--- src/bsd_pkg.sv ---
// Shared types, constants and the alphabet lookup for the base64 stream decoder.
// No dependencies; imported by every module of the block.
package bsd_pkg;

  // Depth of the group queue between the front and the back.
  localparam int GrpDepth = 4;
  localparam int PtrW     = $clog2(GrpDepth);

  // Character classes.
  localparam logic [1:0] KindData = 2'd0;
  localparam logic [1:0] KindTerm = 2'd1;
  localparam logic [1:0] KindSkip = 2'd2;

  // Special alphabet values.
  localparam logic [5:0] Val62 = 6'd62;
  localparam logic [5:0] Val63 = 6'd63;

  typedef struct packed {
    logic [1:0] kind;
    logic [5:0] val;
  } code_t;

  // One group of results caused by one input item (1 to 3 results).
  typedef struct packed {
    logic [7:0] b0;
    logic [7:0] b1;
    logic [7:0] b2;
    logic [1:0] n;    // number of results in the group
    logic       has;  // 0: single end marker without a byte
    logic       eom;  // last result of the group ends the message
  } grp_t;

  // Map one character to a sextet, a terminator or a skip.
  function automatic code_t map_char(input logic [7:0] ch, input logic url);
    code_t c;
    c.kind = KindSkip;
    c.val  = '0;
    if (ch[7]) begin
      c.kind = KindSkip;
    end else if (ch == 8'h00 || ch == 8'h3D) begin
      c.kind = KindTerm;
    end else if (ch >= 8'h41 && ch <= 8'h5A) begin
      c.kind = KindData;
      c.val  = 6'(ch - 8'h41);
    end else if (ch >= 8'h61 && ch <= 8'h7A) begin
      c.kind = KindData;
      c.val  = 6'(ch - 8'h47);
    end else if (ch >= 8'h30 && ch <= 8'h39) begin
      c.kind = KindData;
      c.val  = 6'(ch + 8'h04);
    end else if (url && ch == 8'h2D) begin
      c.kind = KindData;
      c.val  = Val62;
    end else if (url && ch == 8'h5F) begin
      c.kind = KindData;
      c.val  = Val63;
    end else if (!url && ch == 8'h2B) begin
      c.kind = KindData;
      c.val  = Val62;
    end else if (!url && ch == 8'h2F) begin
      c.kind = KindData;
      c.val  = Val63;
    end
    return c;
  endfunction

endpackage

--- src/bsd_front.sv ---
// Front of the decoder: accepts characters, classifies them and gathers sextets.
// Emits one result group per item that causes results. Uses bsd_pkg.
module bsd_front import bsd_pkg::*; (
  input  logic       clk_i,
  input  logic       rst_ni,
  input  logic       url_i,
  input  logic       acc_i,
  input  logic [7:0] in_char_i,
  input  logic       last_char_i,
  output logic       grp_push_o,
  output grp_t       grp_o
);

  logic [5:0] s0_q, s1_q, s2_q;
  logic [1:0] cnt_q, cnt_d, cnt_new;
  logic       skip_q, skip_d;
  code_t      code;
  logic       is_data, is_term, blk, store, fin;
  logic [5:0] e0, e1, e2;

  // Classify the character
  always_comb begin
    code    = map_char(in_char_i, url_i);
    is_data = !skip_q && code.kind == KindData;
    is_term = !skip_q && code.kind == KindTerm;
    blk     = is_data && cnt_q == 2'd3;
    store   = is_data && cnt_q != 2'd3;
    fin     = !skip_q && (is_term || (last_char_i && !blk));
    cnt_new = blk ? 2'd0 : (store ? cnt_q + 2'd1 : cnt_q);
    e0      = (store && cnt_q == 2'd0) ? code.val : s0_q;
    e1      = (store && cnt_q == 2'd1) ? code.val : s1_q;
    e2      = (store && cnt_q == 2'd2) ? code.val : s2_q;
  end

  // Build the result group
  always_comb begin
    grp_o.b0  = {e0, e1[5:4]};
    grp_o.b1  = {e1[3:0], e2[5:2]};
    grp_o.b2  = {e2[1:0], code.val};
    grp_o.n   = 2'd1;
    grp_o.has = 1'b1;
    grp_o.eom = 1'b1;
    if (blk) begin
      grp_o.n   = 2'd3;
      grp_o.eom = last_char_i;
    end else if (cnt_new == 2'd3) begin
      grp_o.n = 2'd2;
    end else if (cnt_new != 2'd2) begin
      grp_o.has = 1'b0;
      grp_o.b0  = '0;
    end
    grp_push_o = acc_i && (blk || fin);
  end

  // Next state
  always_comb begin
    cnt_d  = cnt_q;
    skip_d = skip_q;
    if (acc_i) begin
      if (skip_q) begin
        if (last_char_i) begin
          skip_d = 1'b0;
        end
      end else begin
        cnt_d  = fin ? 2'd0 : cnt_new;
        skip_d = is_term && !last_char_i;
      end
    end
  end

  always_ff @(posedge clk_i or negedge rst_ni) begin
    if (!rst_ni) begin
      cnt_q  <= '0;
      skip_q <= 1'b0;
    end else begin
      cnt_q  <= cnt_d;
      skip_q <= skip_d;
    end
  end

  // Sextet buffer, no reset
  always_ff @(posedge clk_i) begin
    if (acc_i && store) begin
      s0_q <= e0;
      s1_q <= e1;
      s2_q <= e2;
    end
  end

endmodule

--- src/bsd_fifo.sv ---
// Short queue of result groups between the front and the back.
// Uses grp_t and GrpDepth from bsd_pkg.
module bsd_fifo import bsd_pkg::*; (
  input  logic clk_i,
  input  logic rst_ni,
  input  logic push_i,
  input  grp_t data_i,
  output logic full_o,
  input  logic pop_i,
  output logic empty_o,
  output grp_t data_o
);

  grp_t          mem_q [GrpDepth];
  logic [PtrW:0] wr_q, rd_q;

  assign empty_o = wr_q == rd_q;
  assign full_o  = (wr_q[PtrW] != rd_q[PtrW]) && (wr_q[PtrW-1:0] == rd_q[PtrW-1:0]);
  assign data_o  = mem_q[rd_q[PtrW-1:0]];

  // Pointers
  always_ff @(posedge clk_i or negedge rst_ni) begin
    if (!rst_ni) begin
      wr_q <= '0;
      rd_q <= '0;
    end else begin
      if (push_i && !full_o) begin
        wr_q <= wr_q + (PtrW+1)'(1);
      end
      if (pop_i && !empty_o) begin
        rd_q <= rd_q + (PtrW+1)'(1);
      end
    end
  end

  // Storage
  always_ff @(posedge clk_i) begin
    if (push_i && !full_o) begin
      mem_q[wr_q[PtrW-1:0]] <= data_i;
    end
  end

endmodule

--- src/bsd_back.sv ---
// Back of the decoder: splits result groups into single results and holds
// the output register. Uses grp_t from bsd_pkg.
module bsd_back import bsd_pkg::*; (
  input  logic       clk_i,
  input  logic       rst_ni,
  input  logic       grp_empty_i,
  input  grp_t       grp_i,
  output logic       grp_pop_o,
  input  logic       pop_i,
  output logic       empty_o,
  output logic [7:0] out_byte_o,
  output logic       has_byte_o,
  output logic       end_of_message_o
);

  logic [1:0] idx_q, idx_d;
  logic       ov_q;
  logic       load, last_in_grp;
  logic [7:0] sel_byte;

  // Pick the current byte of the head group
  always_comb begin
    case (idx_q)
      2'd0:    sel_byte = grp_i.b0;
      2'd1:    sel_byte = grp_i.b1;
      default: sel_byte = grp_i.b2;
    endcase
    last_in_grp = idx_q == grp_i.n - 2'd1;
    load        = !grp_empty_i && (!ov_q || pop_i);
    grp_pop_o   = load && last_in_grp;
    idx_d       = idx_q;
    if (load) begin
      idx_d = last_in_grp ? 2'd0 : idx_q + 2'd1;
    end
  end

  assign empty_o = !ov_q;

  // Control
  always_ff @(posedge clk_i or negedge rst_ni) begin
    if (!rst_ni) begin
      ov_q  <= 1'b0;
      idx_q <= '0;
    end else begin
      idx_q <= idx_d;
      if (load) begin
        ov_q <= 1'b1;
      end else if (pop_i) begin
        ov_q <= 1'b0;
      end
    end
  end

  // Output payload
  always_ff @(posedge clk_i) begin
    if (load) begin
      out_byte_o       <= sel_byte;
      has_byte_o       <= grp_i.has;
      end_of_message_o <= grp_i.eom && last_in_grp;
    end
  end

endmodule

--- src/base64_stream_decoder_core.sv ---
// Top level of the base64 stream decoder.
// Instantiates bsd_front, bsd_fifo and bsd_back; uses bsd_pkg.

// Takes one encoded character per cycle while full is low and returns decoded
// bytes one per cycle through a result queue interface. Four alphabet characters
// give three bytes; NUL or '=' ends a message and flushes the pending bytes, and
// the last result of every message has end_of_message set (an end marker with
// has_byte low when no byte is left). A character is classified and its group
// of up to three results is built in the cycle it is accepted; the group is then
// queued and registered at the output. Input rate is one item per cycle; output
// rate is one result per cycle while pop is high, set by the single back-end
// output register, and a four-entry group queue absorbs bursts. url_alphabet
// selects '-' '_' instead of '+' '/'; write it only while the block is idle.
module base64_stream_decoder_core import bsd_pkg::*; (
  input  logic       clk_i,
  input  logic       rst_ni,
  input  logic       cfg_valid_i,
  output logic       cfg_ready_o,
  input  logic       url_alphabet_i,
  input  logic       push,
  output logic       full,
  input  logic [7:0] in_char_i,
  input  logic       last_char_i,
  output logic       empty,
  input  logic       pop,
  output logic [7:0] out_byte_o,
  output logic       has_byte_o,
  output logic       end_of_message_o
);

  logic url_q;
  logic acc, grp_push, grp_pop, grp_empty;
  grp_t grp_in, grp_head;

  assign cfg_ready_o = 1'b1;
  assign acc         = push && !full;

  // Configuration register
  always_ff @(posedge clk_i or negedge rst_ni) begin
    if (!rst_ni) begin
      url_q <= 1'b0;
    end else if (cfg_valid_i && cfg_ready_o) begin
      url_q <= url_alphabet_i;
    end
  end

  bsd_front u_front (
    .clk_i       (clk_i),
    .rst_ni      (rst_ni),
    .url_i       (url_q),
    .acc_i       (acc),
    .in_char_i   (in_char_i),
    .last_char_i (last_char_i),
    .grp_push_o  (grp_push),
    .grp_o       (grp_in)
  );

  bsd_fifo u_fifo (
    .clk_i   (clk_i),
    .rst_ni  (rst_ni),
    .push_i  (grp_push),
    .data_i  (grp_in),
    .full_o  (full),
    .pop_i   (grp_pop),
    .empty_o (grp_empty),
    .data_o  (grp_head)
  );

  bsd_back u_back (
    .clk_i            (clk_i),
    .rst_ni           (rst_ni),
    .grp_empty_i      (grp_empty),
    .grp_i            (grp_head),
    .grp_pop_o        (grp_pop),
    .pop_i            (pop),
    .empty_o          (empty),
    .out_byte_o       (out_byte_o),
    .has_byte_o       (has_byte_o),
    .end_of_message_o (end_of_message_o)
  );

  // A group is never pushed into a full queue
  assert property (@(posedge clk_i) disable iff (!rst_ni) grp_push |-> !full)
    else $error("group pushed into full queue");

  // An end marker without a byte always closes the message and carries zero
  assert property (@(posedge clk_i) disable iff (!rst_ni)
    (!empty && !has_byte_o) |-> (end_of_message_o && out_byte_o == 8'h00))
    else $error("malformed end marker");

  // The back only takes a group off a queue that holds one
  assert property (@(posedge clk_i) disable iff (!rst_ni) grp_pop |-> !grp_empty)
    else $error("group popped from empty queue");

endmodule

--- config.mk ---
export PLATFORM = sky130hd
export DESIGN_NAME = base64_stream_decoder_core
export DESIGN_NICKNAME = d
export VERILOG_FILES = /design/src/bsd_pkg.sv /design/src/bsd_front.sv /design/src/bsd_fifo.sv /design/src/bsd_back.sv /design/src/base64_stream_decoder_core.sv
export SDC_FILE = /design/constraint.sdc
export NUM_CORES = 1
export LEC_CHECK = 0
export BUFFER_PORTS_ARGS = -buffer_cell sky130_fd_sc_hd__buf_2
export CAP_MARGIN = 20
export CORE_AREA = 2 2 145 147
export CTS_CLUSTER_DIAMETER = 200
export DETAILED_ROUTE_END_ITERATION = 12
export DIE_AREA = 0 0 147 149
export PLACE_DENSITY = 0.46
export REMOVE_ABC_BUFFERS = 1
export SLEW_MARGIN = 20
export SYNTH_ARGS = -nofsm -noshare
export SYNTH_HDL_FRONTEND = slang
export SYNTH_SLANG_ARGS = --single-unit
--- constraint.sdc ---
create_clock -name clk_i -period 3.8 [get_ports clk_i]
set_input_delay 0.76 -clock clk_i [delete_from_list [all_inputs] [get_ports clk_i]]
set_output_delay 0.76 -clock clk_i [all_outputs]
set_load 0.02 [all_outputs]
==> summary.txt <==
Detailed routing
  – DR WL/cell: 19.1 µm
  – Via Count: just under 4000
  – DRC viols: 0
  – First DRT Iteration DRCs: 205
  – ANT nets after route: 0
  – WL final: between 10000 and 15000 µm
  – Routed vias/inst: 5.01
  – Pre-antenna DRT Iters: 4

Placed design
  – PortBufs: 26
  – Post-DP HPWL: between 9000 and 10000 µm
  – DP Area: 0.00760 mm²
  – GPL Wtd Cong: roughly 0.86
  – Dpl cells: between 700 and 800

Synth
  – Yosys reg bits: 153
  – Seq/Total Area, Yosys: 0.642
  – Post-synth EDFFs: 140
  – Mapped cell area: 0.00705 mm²
  – Ys flop type: edfxtp_1
  – Ys Warns: 0
  – Syn_area_per_cell: about 16 µm²
  – Mapped Cells: 447
  – Unique masters post-synth: between 50 and 60
  – Top cells by area, synth: edfxtp_1, mux4_2, dfrtp_1
  – Synth area leader: edfxtp_1
  – Yosys top cell area share: 0.596
  – Ys async rst share: 0.0850

Clocking
  – Clock latency on the worst-skew pair: 0.42 ns
  – Hold buffers post-CTS: 0
  – Post-CTS Setup Bufs: 0
  – TritonCTS Buffers: 17
  – H-Tree Depth: 4
  – CTS tree: yes
  – Clk buf depth: 2
  – Resized cells post-CTS: 0
  – Clock Root Buffer: clkbuf_16
  – Clk pin slew, worst setup/hold paths: 0.06 ns
  – Clk sinks: around 150

Timing
  – Tightest Pin Transition: ~0.65 ns
  – Min Tclk post-route: 2.92 ns
  – Hold Vio Cnt, Final: 0
  – Setup TNS: 0 ns
  – Skew final: 0.00555 ns
  – Final slew viol count: 0
  – Final period utilization: 0.768
  – Maximum clock rate: 343 MHz
  – Final setup vio count: 0
  – Worst slew margin: 0.561
  – Unrepaired setup endpoints after global routing: false

Critical path
  – Worst setup SP type: primary input
  – Worst path required time: roughly 4 ns
  – Crit-path max FO: 9
  – Setup crit end kind: register
  – Setup Crit Path Kind: primary input to register
  – Crit path DAT: 3.11 ns

Global route
  – Vias in the first global route: 4022
  – First-pass GRT wire length: 23500 µm
  – Largest net degree at the start of global routing: 30
  – GRT overflow: 0
  – Initial antenna violation count: 0
  – GRT Total Usage: 0.146

Layout
  – Non-Filler Instances: 778
  – Fin area: 0.00820 mm²
  – N_diodes: 0
  – Post-layout util: 0.399
  – Nets: 525
  – Share of cells above drive strength 1: 0.254
  – Commonest non-fill, non-tap cells in the layout: edfxtp_1, mux4_2, nand2_1
  – Commonest non-fill, non-tap cell in the layout: edfxtp_1
  – Area delta synth->final: 16.3%

Power and ir drop
  – Sw frac: 0.298
  – Combinational power share: 0.283
  – Cell Pwr Density: 676 mW/mm²
  – Design Power: 5.55 mW
  – Clock power share: 0.307
  – Sequential power share: 0.410
  – Switch Pwr: 1.65 mW
  – VDD IR-drop max: 289 µV
  – Lkg Pwr: 2.96 nW
  – Internal power: around 3.9 mW

Floorplan
  – Die Width: 147 µm
  – CORE AREA: slightly above 0.02 mm²
  – Boundary pin count: 28
  – Die Y: 149 µm
  – Std-Cell Rows: 53
  – Initial Util: 0.343
  – Die area: 0.0219 mm²

Job
  – Max_cap viols: 0

Hold path
  – Type of the worst min-delay path: primary input to asynchronous set/reset pin

Status
  – Status: finished clean
-- per-stage QoR --
stage,hold slack [ns],setup slack (ns)
after floorplan,0.462,-0.0939
after global placement,0.475,0.484
after detailed placement,0.480,0.433
after CTS,0.223,0.871
after global routing,0.231,0.663
final,0.229,0.882
-- power groups by stage --
stage | combinational [mW] | clock [mW] | sequential [mW]
floorplan | 0.907 | 0 | 2.47
global placement | 1.60 | 0 | 2.31
detailed placement | 1.61 | 0 | 2.32
CTS | 1.62 | 1.75 | 2.28
global route | 1.74 | 1.82 | 2.31
finish | 1.57 | 1.70 | 2.28
-- sequential cells by signal, summed over array words and instances (netlist names) --
name	cells
u_back.out_byte_o	8
u_front.skip_q	1
u_fifo.mem_q	112
u_front.s2_q	6
u_fifo.wr_q	3
u_fifo.rd_q	3
u_back.ov_q	1
u_front.s1_q	6
u_back.idx_q	2
u_front.s0_q	6
url_q	1
u_back.has_byte_o	1
u_back.end_of_message_o	1
u_front.cnt_q	2
-- critical path, cell delays in order --
cell and delay, ns:
buf_2 0.18, inv_1 0.11, ha_1 0.30, nor2_1 0.13, o21ai_1 0.08, a32o_2 0.34, o31ai_2 0.33, or3b_1 0.45
mux2i_1 0.42
-- cell families after synthesis --
group | synth area share
XOR/XNOR | 0.0174
multiplexers | 0.119
flip-flops | 0.642
AND/OR/NAND/NOR | 0.0781
AO/OA/AOI/OAI | 0.0793
adder cells (fa/ha/maj) | 0.0355
buffers and inverters | 0.0282
other | 0.000532
-- final timing paths --
check	startpoint	endpoint	slack, ns	cells past startpoint
setup / recovery	in_char_i[2]	u_fifo.mem_q[2][11]	0.88	9
min in group clk_i	u_fifo.wr_q[2]	u_fifo.wr_q[2]	0.48	1
hold / removal	rst_ni	u_fifo.wr_q[1]	0.23	1
hold reg to reg	u_fifo.wr_q[2]	u_fifo.wr_q[2]	0.48	1
max in group asynchronous	rst_ni	u_fifo.rd_q[0]	3.31	1
setup reg to reg	url_q	u_fifo.mem_q[1][13]	1.38	6
-- cell type report --
cell class | instances | area, µm²
well taps | 275 | 344
repair buffers | 42 | 300
clock inverters | 14 | 171
multi-input cells | 254 | 2340
flip-flops and latches | 153 | 4530
inverters | 22 | 82.6
clock buffers | 18 | 429
fillers | 1917 | 12400
-- metal layers --
layer	vias to the layer above	GRT usage	share of wire	routed length (µm)
met1	1995	0.198	0.48	7170
met5	-	0	0	0
met4	0	0.0519	0.014	215
li1	1829	-	-	-
met2	61	0.236	0.48	7170
met3	15	0.0284	0.020	301
-- cells in the mapped netlist, types with 2 or more instances --
library cell  number
inv_1             22
dfrtp_1           13
xnor2_1           12
a21o_1             3
mux2_2             3
buf_2              3
nor3_1             2
a21oi_1           17
or2_2              2
nor2_1            13
o311ai_2           2
o211ai_1           5
nand4_1            2
xor2_1             2
a22oi_1            3
buf_6              4
nor2b_1           19
or3b_1             2
o21a_1             2
o21ai_0           11
mux2_1             2
nand2b_1           3
and3_1             5
o21ai_1            3
nand2_1           27
and2_1             3
buf_4              4
mux4_2            28
edfxtp_1         140
mux2_4             4
a32oi_1            2
nand3_1           10
o311a_1            2
nand4bb_1          2
a211o_1            2
clkbuf_1           6
mux2i_1            9
nand3b_1           2
a21boi_0           2
a221o_1            8
and2_4             2
a211oi_1           3
ha_1              20
Power figures use the tool's default switching activity.
